`config.mk`:
```
export PLATFORM = sky130hd
export DESIGN_NAME = clrle_encoder
export DESIGN_NICKNAME = d
export VERILOG_FILES = /design/src/clrle_pkg.sv /design/src/clrle_encoder.sv
export VERILOG_INCLUDE_DIRS = /design/src /design/src/src
export SDC_FILE = /design/constraint.sdc
export NUM_CORES = 1
export LEC_CHECK = 0
export CORE_UTILIZATION = 65
export CTS_CLUSTER_SIZE = 28
export DETAILED_ROUTE_END_ITERATION = 10
export DONT_BUFFER_PORTS = 1
export GPL_TIMING_DRIVEN = 0
export PLACE_DENSITY = 0.9
export SYNTH_ARGS = -nofsm -noshare
export SYNTH_HDL_FRONTEND = slang
export SYNTH_SLANG_ARGS = --single-unit
```
`constraint.sdc`:
```
create_clock -name clock -period 14.3 [get_ports clock]
set_clock_uncertainty 0.2 [all_clocks]
set_input_delay 0.715 -clock clock [delete_from_list [all_inputs] [get_ports clock]]
set_output_delay 0.715 -clock clock [all_outputs]
set_load 0.05 [all_outputs]
```
`src/assert_macros.svh`:
```
// Concurrent assertion macros shared by the encoder RTL.
`ifndef ASSERT_MACROS_SVH
`define ASSERT_MACROS_SVH

// Consequent must hold in the same cycle as the antecedent.
`define CLRLE_ASSERT_IMPLY(label, clk, rst, ante, cons) \
   label: assert property (@(posedge clk) disable iff (rst) (ante) |-> (cons)) \
      else $error("clrle: same-cycle check failed");

// Consequent must hold in the cycle after the antecedent.
`define CLRLE_ASSERT_NEXT(label, clk, rst, ante, cons) \
   label: assert property (@(posedge clk) disable iff (rst) (ante) |=> (cons)) \
      else $error("clrle: next-cycle check failed");

`endif

```
`src/clrle_pkg.sv`:
```
// Types, constants and helpers for the code-length run-length encoder.
package clrle_pkg;

   localparam int LEN_W        = 4;
   localparam int SYM_W        = 5;
   localparam int EXTRA_VAL_W  = 7;
   localparam int EXTRA_WID_W  = 3;
   localparam int COUNT_W      = 8;

   localparam int MAX_RESULTS  = 3;
   localparam int FLUSH_MAX    = 2;
   localparam int BATCH_CNT_W  = 2;

   localparam int QUEUE_DEPTH  = 8;
   localparam int QPTR_W       = $clog2(QUEUE_DEPTH);
   localparam int QCNT_W       = $clog2(QUEUE_DEPTH + 1);

   localparam logic [SYM_W-1:0] SYM_REP    = 5'd16;
   localparam logic [SYM_W-1:0] SYM_ZSHORT = 5'd17;
   localparam logic [SYM_W-1:0] SYM_ZLONG  = 5'd18;

   localparam logic [COUNT_W-1:0] REP_CHUNK   = 8'd6;
   localparam logic [COUNT_W-1:0] ZERO_CHUNK  = 8'd138;
   localparam logic [COUNT_W-1:0] REP_BASE    = 8'd3;
   localparam logic [COUNT_W-1:0] ZSHORT_BASE = 8'd3;
   localparam logic [COUNT_W-1:0] ZLONG_BASE  = 8'd11;

   localparam logic [EXTRA_WID_W-1:0] LIT_XW    = 3'd0;
   localparam logic [EXTRA_WID_W-1:0] REP_XW    = 3'd2;
   localparam logic [EXTRA_WID_W-1:0] ZSHORT_XW = 3'd3;
   localparam logic [EXTRA_WID_W-1:0] ZLONG_XW  = 3'd7;

   typedef struct packed {
      logic [SYM_W-1:0]       symbol;
      logic [EXTRA_VAL_W-1:0] extra_value;
      logic [EXTRA_WID_W-1:0] extra_width;
      logic                   last_of_item;
      logic                   end_of_list;
   } result_type;

   typedef struct packed {
      logic [BATCH_CNT_W-1:0]          count;
      result_type [MAX_RESULTS-1:0]    entry;
   } batch_type;

   function automatic result_type make_result(logic [SYM_W-1:0] sym,
                                              logic [EXTRA_VAL_W-1:0] ev,
                                              logic [EXTRA_WID_W-1:0] ew);
      result_type r;
      r.symbol       = sym;
      r.extra_value  = ev;
      r.extra_width  = ew;
      r.last_of_item = 1'b0;
      r.end_of_list  = 1'b0;
      return r;
   endfunction

endpackage

```
`src/clrle_encoder.sv`:
```
// Run state and per-item symbol generation (up to three symbols per item).
`include "assert_macros.svh"

module clrle_encoder import clrle_pkg::*; (
   input  logic             clock,
   input  logic             reset,
   input  logic             accept,
   input  logic [LEN_W-1:0] code_length,
   input  logic             final_item,
   output batch_type        batch
);

   logic               run_active_ff, run_active_in;
   logic [LEN_W-1:0]   run_value_ff, run_value_in;
   logic [COUNT_W-1:0] run_count_ff, run_count_in;

   function automatic batch_type flush_run(logic active, logic [LEN_W-1:0] value,
                                           logic [COUNT_W-1:0] count);
      batch_type fb;
      fb = '0;
      if (active) begin
         if (value != '0) begin
            if (count >= REP_BASE) begin
               fb.count    = BATCH_CNT_W'(1);
               fb.entry[0] = make_result(SYM_REP, EXTRA_VAL_W'(count - REP_BASE), REP_XW);
            end else begin
               fb.count    = BATCH_CNT_W'(count);
               fb.entry[0] = make_result(SYM_W'(value), '0, LIT_XW);
               fb.entry[1] = make_result(SYM_W'(value), '0, LIT_XW);
            end
         end else begin
            if (count >= ZLONG_BASE) begin
               fb.count    = BATCH_CNT_W'(1);
               fb.entry[0] = make_result(SYM_ZLONG, EXTRA_VAL_W'(count - ZLONG_BASE),
                                         ZLONG_XW);
            end else if (count >= ZSHORT_BASE) begin
               fb.count    = BATCH_CNT_W'(1);
               fb.entry[0] = make_result(SYM_ZSHORT, EXTRA_VAL_W'(count - ZSHORT_BASE),
                                         ZSHORT_XW);
            end else begin
               fb.count    = BATCH_CNT_W'(count);
               fb.entry[0] = make_result('0, '0, LIT_XW);
               fb.entry[1] = make_result('0, '0, LIT_XW);
            end
         end
      end
      return fb;
   endfunction

   always_comb begin
      batch_type              gen;
      batch_type              old_fb;
      batch_type              end_fb;
      logic [BATCH_CNT_W-1:0] n;
      logic                   act;
      logic [LEN_W-1:0]       val;
      logic [COUNT_W-1:0]     cnt;

      gen    = '0;
      old_fb = '0;
      end_fb = '0;
      n      = '0;
      act    = 1'b1;
      val    = code_length;
      cnt    = '0;

      if (run_active_ff && code_length == run_value_ff) begin
         cnt = run_count_ff + 8'd1;
         if (code_length != '0) begin
            if (cnt >= REP_CHUNK) begin
               gen.entry[n] = make_result(SYM_REP, EXTRA_VAL_W'(REP_CHUNK - REP_BASE), REP_XW);
               n   = n + 2'd1;
               cnt = '0;
            end
         end else if (cnt >= ZERO_CHUNK) begin
            gen.entry[n] = make_result(SYM_ZLONG, EXTRA_VAL_W'(ZERO_CHUNK - ZLONG_BASE),
                                       ZLONG_XW);
            n   = n + 2'd1;
            cnt = '0;
         end
      end else begin
         old_fb = flush_run(run_active_ff, run_value_ff, run_count_ff);
         for (int i = 0; i < FLUSH_MAX; i++) begin
            if (BATCH_CNT_W'(i) < old_fb.count) begin
               gen.entry[n] = old_fb.entry[i];
               n = n + 2'd1;
            end
         end
         if (code_length != '0) begin
            gen.entry[n] = make_result(SYM_W'(code_length), '0, LIT_XW);
            n   = n + 2'd1;
            cnt = '0;
         end else begin
            cnt = 8'd1;
         end
      end

      if (final_item) begin
         end_fb = flush_run(act, val, cnt);
         for (int i = 0; i < FLUSH_MAX; i++) begin
            if (BATCH_CNT_W'(i) < end_fb.count) begin
               gen.entry[n] = end_fb.entry[i];
               n = n + 2'd1;
            end
         end
         act = 1'b0;
         val = '0;
         cnt = '0;
      end

      if (n != '0) begin
         gen.entry[n - 2'd1].last_of_item = 1'b1;
         gen.entry[n - 2'd1].end_of_list  = final_item;
      end

      gen.count = accept ? n : '0;
      batch     = gen;

      run_active_in = accept ? act : run_active_ff;
      run_value_in  = accept ? val : run_value_ff;
      run_count_in  = accept ? cnt : run_count_ff;
   end

   always_ff @(posedge clock) begin
      if (reset) begin
         run_active_ff <= 1'b0;
         run_value_ff  <= '0;
         run_count_ff  <= '0;
      end else begin
         run_active_ff <= run_active_in;
         run_value_ff  <= run_value_in;
         run_count_ff  <= run_count_in;
      end
   end

   `CLRLE_ASSERT_IMPLY(a_final_has_result, clock, reset, accept && final_item, batch.count != '0)
   `CLRLE_ASSERT_NEXT(a_final_clears_run, clock, reset, accept && final_item, !run_active_ff && run_count_ff == '0)

endmodule

```
# Word level (Yosys, flattened, before mapping)
# Index checks and enable logic that the tools add are counted.
# op_classes
n_addsub	10
n_lt_le_gt_ge	20
n_eq_ne	1
muxes	77
n_reduce_logical	9
# op_table
op	count
$mux 51	8
$bwmux 51	6
$mux 17	16
$demux 17 s2	6
$mux 34	6
$mux 2	21
$mux 8	5
$mux 16	2
$ge 8x2->1 const B	2
$ge 8x4->1 const B	2
$lt 2x3->1 const B	5
$sub 7x2->7 const B	2
$sub 7x4->7 const B	2
$ge 2x1->1 const B	5
$add 2x1->2 const B	4
$add 8x1->8 const B	1
$ge 8x3->1 const B	1
$ge 8x8->1 const B	1
$lt 1x2->1 const A	4
$reduce_bool 4->1	2
$logic_and 1x1->1	6
$mux 1	6
$eq 4x4->1	1
$mux 4	1
other kinds (2)	2
# word_totals
reg_bits	13
output_inout_bits	53

# Depth between registers and ports, before layout
# Gate-level depths: netlist of run 1.
# logic_depth
ltp_word	29
ltp_mapped	24
depth_no_buf	21

# Worst setup path after synthesis of run 1
# Ideal clock, no wire load.
# synth_timing
kind	register to output
startpoint	register run_count_ff[1]
endpoint	output port batch[16] (netlist bit)
t_arrival_ns	5.418
required_ns	13.385
path_slack_ns	7.967
path_stages_with_launch	23
cell_sequence	dfxtp_1 > clkbuf_1 > inv_1 > ha_1 > clkinv_1 > nor2_1 > o22ai_1 > a21oi_1 > nor2_1 > o22ai_1 > ha_1 > a41oi_2 > and2_1 > buf_6 > buf_6 > nand2_4 > xnor2_1 > inv_1 > ha_1 > nand4_2 > o21ai_2 > o21ai_0 > buf_4
# synth_lines
element	line_no	source
start, declared	clrle_encoder.sv:15	logic [COUNT_W-1:0] run_count_ff, run_count_in;
start signal, assigned	clrle_encoder.sv:132	run_count_ff <= run_count_in;
end, declared	clrle_encoder.sv:10	output batch_type batch

==> impl_metrics.ini, run 1 <==
[worst_setup_path]
slowest_delay_ns = 0.83
cpMostUsedCell = ha_1
path_cells = clkbuf_1, inv_1, ha_1, clkinv_1, nor2_1, o22ai_1, a21oi_1, nor2_1, o22ai_1, ha_1, a41oi_2, and2_1, buf_6, buf_6, nand2_4, xnor2_1, inv_1, ha_1, nor2b_1, nand3_1, a211oi_1, o21ai_0, a21oi_1
critPathArrivalTime_ns = 6.82
worstPathRequired_ns = 13.39
worst_setup_path_end_kind = primary output
slowest_stage = a21oi_1
start_kind = flip-flop
path_class = reg -> out
critical_path_peak_fanout = 10

[cts]
tritoncts = built
numCtsBuffers = 3
post-cts-setup-buffers = 0
cts-root-buf = clkbuf_8
clk_pin_slew_worst_paths_ns = 0.05
clk_latency_ns = 0.24
cts_buffer_depth = 2
hold_buffers = 0
cts_sinks = 13
post_cts_resize_count = 0
htreeDepth = 1

[global_routing]
grt_pass1_vias = 3391
overflow = 0
antenna_found_initial = 0
grt_pass1_wl_um = 17640
grt_max_degree = 11
grt_util_all_layers_pct = 45.30

[timing]
finalHoldViolations = 0
finalSetupViolCount = 0
tightestPinTransition_ns = 1.437
whs_ns = 0.3274
rsz0062_at_grt = false
max_freq_mhz = 129.3
max_slew_margin_pct = 3.332
finalWorstSetupSlack_ns = 6.566
maxSlewViolCount = 0
setup-tns-final_ns = 0
period_needed_ns = 7.734
period_share_pct = 54.09

[yosys]
netlist_instances = 440
async_reset_ff_share_pct = 0
syn-cell-area_um2 = 3013
ys.flop_type = dfxtp_1
synth-edff-count = 0
netlist_top_cells_count = nor2_1 (58), nand2_1 (31), a21oi_1 (29), inv_1 (20), o21ai_0 (19)
syn_area_per_cell_um2 = 6.847
synth_top_area_share_pct = 8.638
yosysMostFrequentCell = nor2_1
synth_top_area_cell = dfxtp_1
ys_warn_count = 0
synth.distinct_cells = 85
synth_nets = 457
synthTopCellsByArea = dfxtp_1 (8.6%), nor2_1 (7.2%), a21oi_1 (4.8%), nand2_1 (3.9%), ha_1 (3.7%)
ys_seq_elements = 13
yosysSeqAreaShare_pct = 8.638

[routing]
vias = 3813
wl_per_cell_um = 22.68
vias_per_cell = 7.688
drc = 0
antenna_left = 0
drtIter0Drc = 523
routed_wl_um = 11250
drtPass1Iterations = 6

[cells_and_area]
utilization_pct = 71.09
drive_gt1_share_pct = 15.99
area_growth_pct = 4.153
final_cells = 496
fin_area_um2 = 3138
multiInputGateArea_um2 = 2489
seq_area_um2 = 260.3
fillers = 388
diodes = 0
fin_nets = 462

[floorplanning]
io_pins = 61
start_util_pct = 68.25
fp.dieW_um = 70.08
core_area_um2 = 4414
fp.dieH_um = 70.08
rows = 24
die-area_um2 = 4911

[power_and_ir_drop]
switchingPower_mw = 0.04275
power.share.clock_pct = 30.1
leakagePower_nw = 1.182
vdd_drop_max_mv = 0.07564
total_power_mw = 0.1090
p_seq_share_pct = 34.6
switching_share_pct = 39.21
pwr-share-comb_pct = 35.3
power.internal_mw = 0.06627
power.density_nw_per_um2 = 34.74

[placed_design]
portBuffers = 0
dp_cells = 492
dp_slack_ns = 7.085
placed_area_um2 = 3093
dp_hpwl_um = 8749
globalplace.congestion = 1.008

[flow_run]
drv_cap = 0

[hold_path]
hold_path_class = reg -> reg

[status]
status = completed
critical path, delay by kind of cell, from the launching register on:
kind,cells,cell delay (ns)
AOI/OAI and AO/OA,7,2.58
DFF,1,0.50
xor gates and xnor gates,1,0.12
adders and majority gates,3,0.99
buffers and inverters,6,1.26
and+or+nand+nor,6,1.10
kinds of logic after synthesis:
group | synth area share [%]
AOI/OAI and AO/OA | 37.71
xor gates and xnor gates | 5.233
adders and majority gates | 4.402
buffers and inverters | 9.261
DFF | 8.638
muxes | 1.536
and+or+nand+nor | 33.22
per-layer routing:
layer	vias up	part of all wire, %	global-route usage (%)
li1	1648	-	-
met1	1723	38	59.40
met2	376	45	72.86
met3	66	12	8.947
met4	0	4.4	17.33
met5	-	0	0
power by group through the flow:
| stage | logic (mW) | registers, mW | clock network, mW |
|---|---|---|---|
| global route | 0.0404 | 0.0377 | 0.0345 |
| global placement | 0.0363 | 0.0384 | 0 |
| CTS | 0.0373 | 0.0377 | 0.0327 |
| finish | 0.0385 | 0.0377 | 0.0328 |
| detailed placement | 0.0371 | 0.0385 | 0 |
| floorplan | 0.0301 | 0.0382 | 0 |
layout make-up:
type / count / share of cell area, %
Multi-Input combinational cell: 373 / 79.31
Tap cell: 52 / 2.073
Inverter: 22 / 2.632
Buffer: 32 / 6.260
Sequential cell: 13 / 8.293
Clock buffer: 4 / 1.435
registers in the layout, indices dropped and copies added (netlist names):
| register | count |
|---|---|
| run_value_ff | 4 |
| run_count_ff | 8 |
| run_active_ff | 1 |
layout by cell type (no fill, tap or decap), types with 7 or more instances in the layout:
| cell | netlist | final |
|---|---|---|
| nor2_1 | 58 | 58 |
| nand2_1 | 31 | 31 |
| a21oi_1 | 29 | 29 |
| inv_1 | 20 | 20 |
| o21ai_0 | 19 | 17 |
| nor3_1 | 16 | 16 |
| nand3_1 | 15 | 15 |
| dfxtp_1 | 13 | 13 |
| xnor2_1 | 11 | 11 |
| and2_1 | 11 | 11 |
| o22ai_1 | 11 | 11 |
| a211oi_1 | 11 | 11 |
| clkbuf_1 | 9 | 10 |
| buf_2 | 10 | 10 |
| ha_1 | 9 | 9 |
| nand4_1 | 8 | 8 |
| a21oi_2 | 8 | 8 |
| xor2_1 | 7 | 7 |
final timing paths:
check / from / to / slack, ns / cells past startpoint
max: run_count_ff[1]$_SDFFE_PP0P_ / batch[48] / 6.57 / 23
min reg2reg: run_value_ff[1]$_SDFFE_PP0P_ / run_value_ff[1]$_SDFFE_PP0P_ / 0.33 / 2
min: run_value_ff[1]$_SDFFE_PP0P_ / run_value_ff[1]$_SDFFE_PP0P_ / 0.33 / 2
max reg2reg: run_count_ff[1]$_SDFFE_PP0P_ / run_count_ff[0]$_SDFFE_PP0P_ / 10.48 / 11
No activity file was read; power rests on OpenSTA's default activity.
==> run 2: changes to the inputs <==
==> constraint.sdc (replaced) <==
create_clock -name clock -period 7.17 [get_ports clock]
set_clock_uncertainty 0.2 [all_clocks]
set_input_delay 0.3585 -clock clock [delete_from_list [all_inputs] [get_ports clock]]
set_output_delay 0.3585 -clock clock [all_outputs]
set_load 0.05 [all_outputs]
==> impl_metrics.ini, run 2 (synthesis results as in run 1) <==
[status]
status = completed

[floorplanning]
fp.dieW_um = 70.08
start_util_pct = 68.25
io_pins = 61
rows = 24
fp.dieH_um = 70.08
core_area_um2 = 4414
die-area_um2 = 4911

[cells_and_area]
final_cell_mix = nor2_1 (53), nand2_1 (31), a21oi_1 (27)
final_common_cell = nor2_1
regMostFlops = run_count_ff
fin_nets = 463
drive_gt1_share_pct = 18.20
fillers = 376
area_growth_pct = 6.437
largest_reg_flops = 8
largest_registers = run_count_ff: 8 flops, run_value_ff: 4 flops, run_active_ff: 1 flops
diodes = 0

[worst_setup_path]
path_class = reg -> out
path_cells = clkbuf_1, inv_1, ha_1, clkinv_1, nor2_1, o22ai_1, a21oi_1, nor2_1, o22ai_2, ha_1, a41oi_2, and2_1, buf_6, buf_6, nand2_4, o21a_1, ha_1, nand2_1, nor2_1, a221oi_1, a21oi_2, nor2_1
worstPathRequired_ns = 6.61
slowest_stage = nor2_1
slowest_delay_ns = 0.73
start_kind = flip-flop
worst_setup_path_end_kind = primary output
crit_cells = 22
critical_path_peak_fanout = 10
cp_num_buf_inv = 5
cpMostUsedCell = nor2_1
critPathArrivalTime_ns = 6.43
critPathTopFamily = compound AO/OA/AOI/OAI gates
reg2reg_depth = 11

[timing]
finalWorstSetupSlack_ns = 0.1766
maxSlewViolCount = 0
whs_ns = 0.09122
max_slew_margin_pct = 12.22
period_needed_ns = 6.993
finalSetupViolCount = 0
tightestPinTransition_ns = 1.305
finalHoldViolations = 0
max_freq_mhz = 143.0
period_share_pct = 97.54

[placed_design]
dp_slack_ns = 0.3955
globalplace.congestion = 1.008
dp_hpwl_um = 8749
portBuffers = 0

[power_and_ir_drop]
power.internal_mw = 0.1330
switchingPower_mw = 0.08621
pwr-share-comb_pct = 35.9
switching_share_pct = 39.33
vdd_drop_max_mv = 0.1511
leakagePower_nw = 1.192
p_seq_share_pct = 34.3
power.density_nw_per_um2 = 68.34
total_power_mw = 0.2192
power.share.clock_pct = 29.7

[flow_run]
drv_cap = 0

[routing]
vias = 3804
drtIter0Drc = 610
vias_per_cell = 7.654
routed_wl_um = 11440
wl_per_cell_um = 23.03
drtPass1Iterations = 5
antenna_left = 0
drc = 0

[cts]
cts_sinks = 13
htreeDepth = 1
clk_pin_slew_worst_paths_ns = 0.05
post-cts-setup-buffers = 0
clk_latency_ns = 0.24
tritoncts = built
numCtsBuffers = 3
cts_buffer_depth = 2
cts-root-buf = clkbuf_8

[global_routing]
overflow = 0
antenna_found_initial = 0
grt_pass1_wl_um = 17690
grt_util_all_layers_pct = 45.42
grt_max_degree = 11
grt_pass1_vias = 3391

[hold_path]
hold_path_class = in -> reg
hold_depth = 2
## run 2: cell count changes in the layout (fill, tap and decap cells not counted), sizes merged
cell and delta:
dlygate4sd3 +1
## run 2: per-layer routing
| metal | routed length (µm) | vias up | track usage, % | part of all wire [%] |
|---|---|---|---|---|
| met1 | 4316 | 1745 | 59.84 | 38 |
| met4 | 510 | 0 | 17.33 | 4.5 |
| li1 | - | 1654 | - | - |
| met5 | 0 | - | 0 | 0 |
| met2 | 5175 | 339 | 72.76 | 45 |
| met3 | 1441 | 66 | 8.947 | 13 |
## run 2: cell type report
| class | instances | area (µm²) | area share [%] |
|---|---|---|---|
| Multi-Input combinational cell | 373 | 2547 | 79.44 |
| Sequential cell | 13 | 260.3 | 8.115 |
| Clock buffer | 4 | 45.04 | 1.405 |
| Tap cell | 52 | 65.06 | 2.029 |
| Buffer | 32 | 196.4 | 6.126 |
| Inverter | 22 | 82.58 | 2.575 |
| Timing Repair Buffer | 1 | 10.01 | 0.3121 |
## run 2: what timing repair did
| item | CTS | global route |
|---|---|---|
| endpoints found under the hold margin | 3 | 0 |
| endpoints found under the setup margin | 0 | 17 |
| resized for setup | 0 | 13 |
| hold buffers | 1 | 0 |
## run 2: path summary, 6_finish.rpt
path | startpoint | end | slack (ns)
max reg2reg | run_count_ff[1]$_SDFFE_PP0P_ | run_count_ff[0]$_SDFFE_PP0P_ | 3.52
min | code_length[3] | run_value_ff[3]$_SDFFE_PP0P_ | 0.09
max | run_count_ff[1]$_SDFFE_PP0P_ | batch[25] | 0.18
min reg2reg | run_value_ff[1]$_SDFFE_PP0P_ | run_value_ff[1]$_SDFFE_PP0P_ | 0.34
## run 2: metrics by stage
step | cell area [µm²] | setup TNS (ns) | std cells | util, %
finish | 3207 | 0 | 497 | 72.65
CTS | 3148 | 0 | 497 | 71.32
global route | 3207 | -0.05519 | 497 | 72.65
global placement | 3078 | 0 | 492 | 69.73
floorplan | 3013 | 0 | 440 | -
detailed placement | 3093 | 0 | 492 | 70.07
## run 2: power groups by stage
stage | clock network, mW | registers [mW] | logic, mW
floorplan | 0 | 0.0762 | 0.0600
global placement | 0 | 0.0766 | 0.0723
detailed placement | 0 | 0.0767 | 0.0740
CTS | 0.0651 | 0.0751 | 0.0749
global route | 0.0688 | 0.0753 | 0.0828
finish | 0.0652 | 0.0752 | 0.0788
## run 2: worst reg2reg max path: stages (launching register included)
cell	delay (ns)
dfxtp_1	0.51
clkbuf_1	0.40
inv_1	0.09
ha_1	0.42
clkinv_1	0.35
nor2_1	0.27
o22ai_1	0.14
a21oi_1	0.37
nor2_1	0.27
o22ai_2	0.32
a22oi_1	0.11
nor2_1	0.14
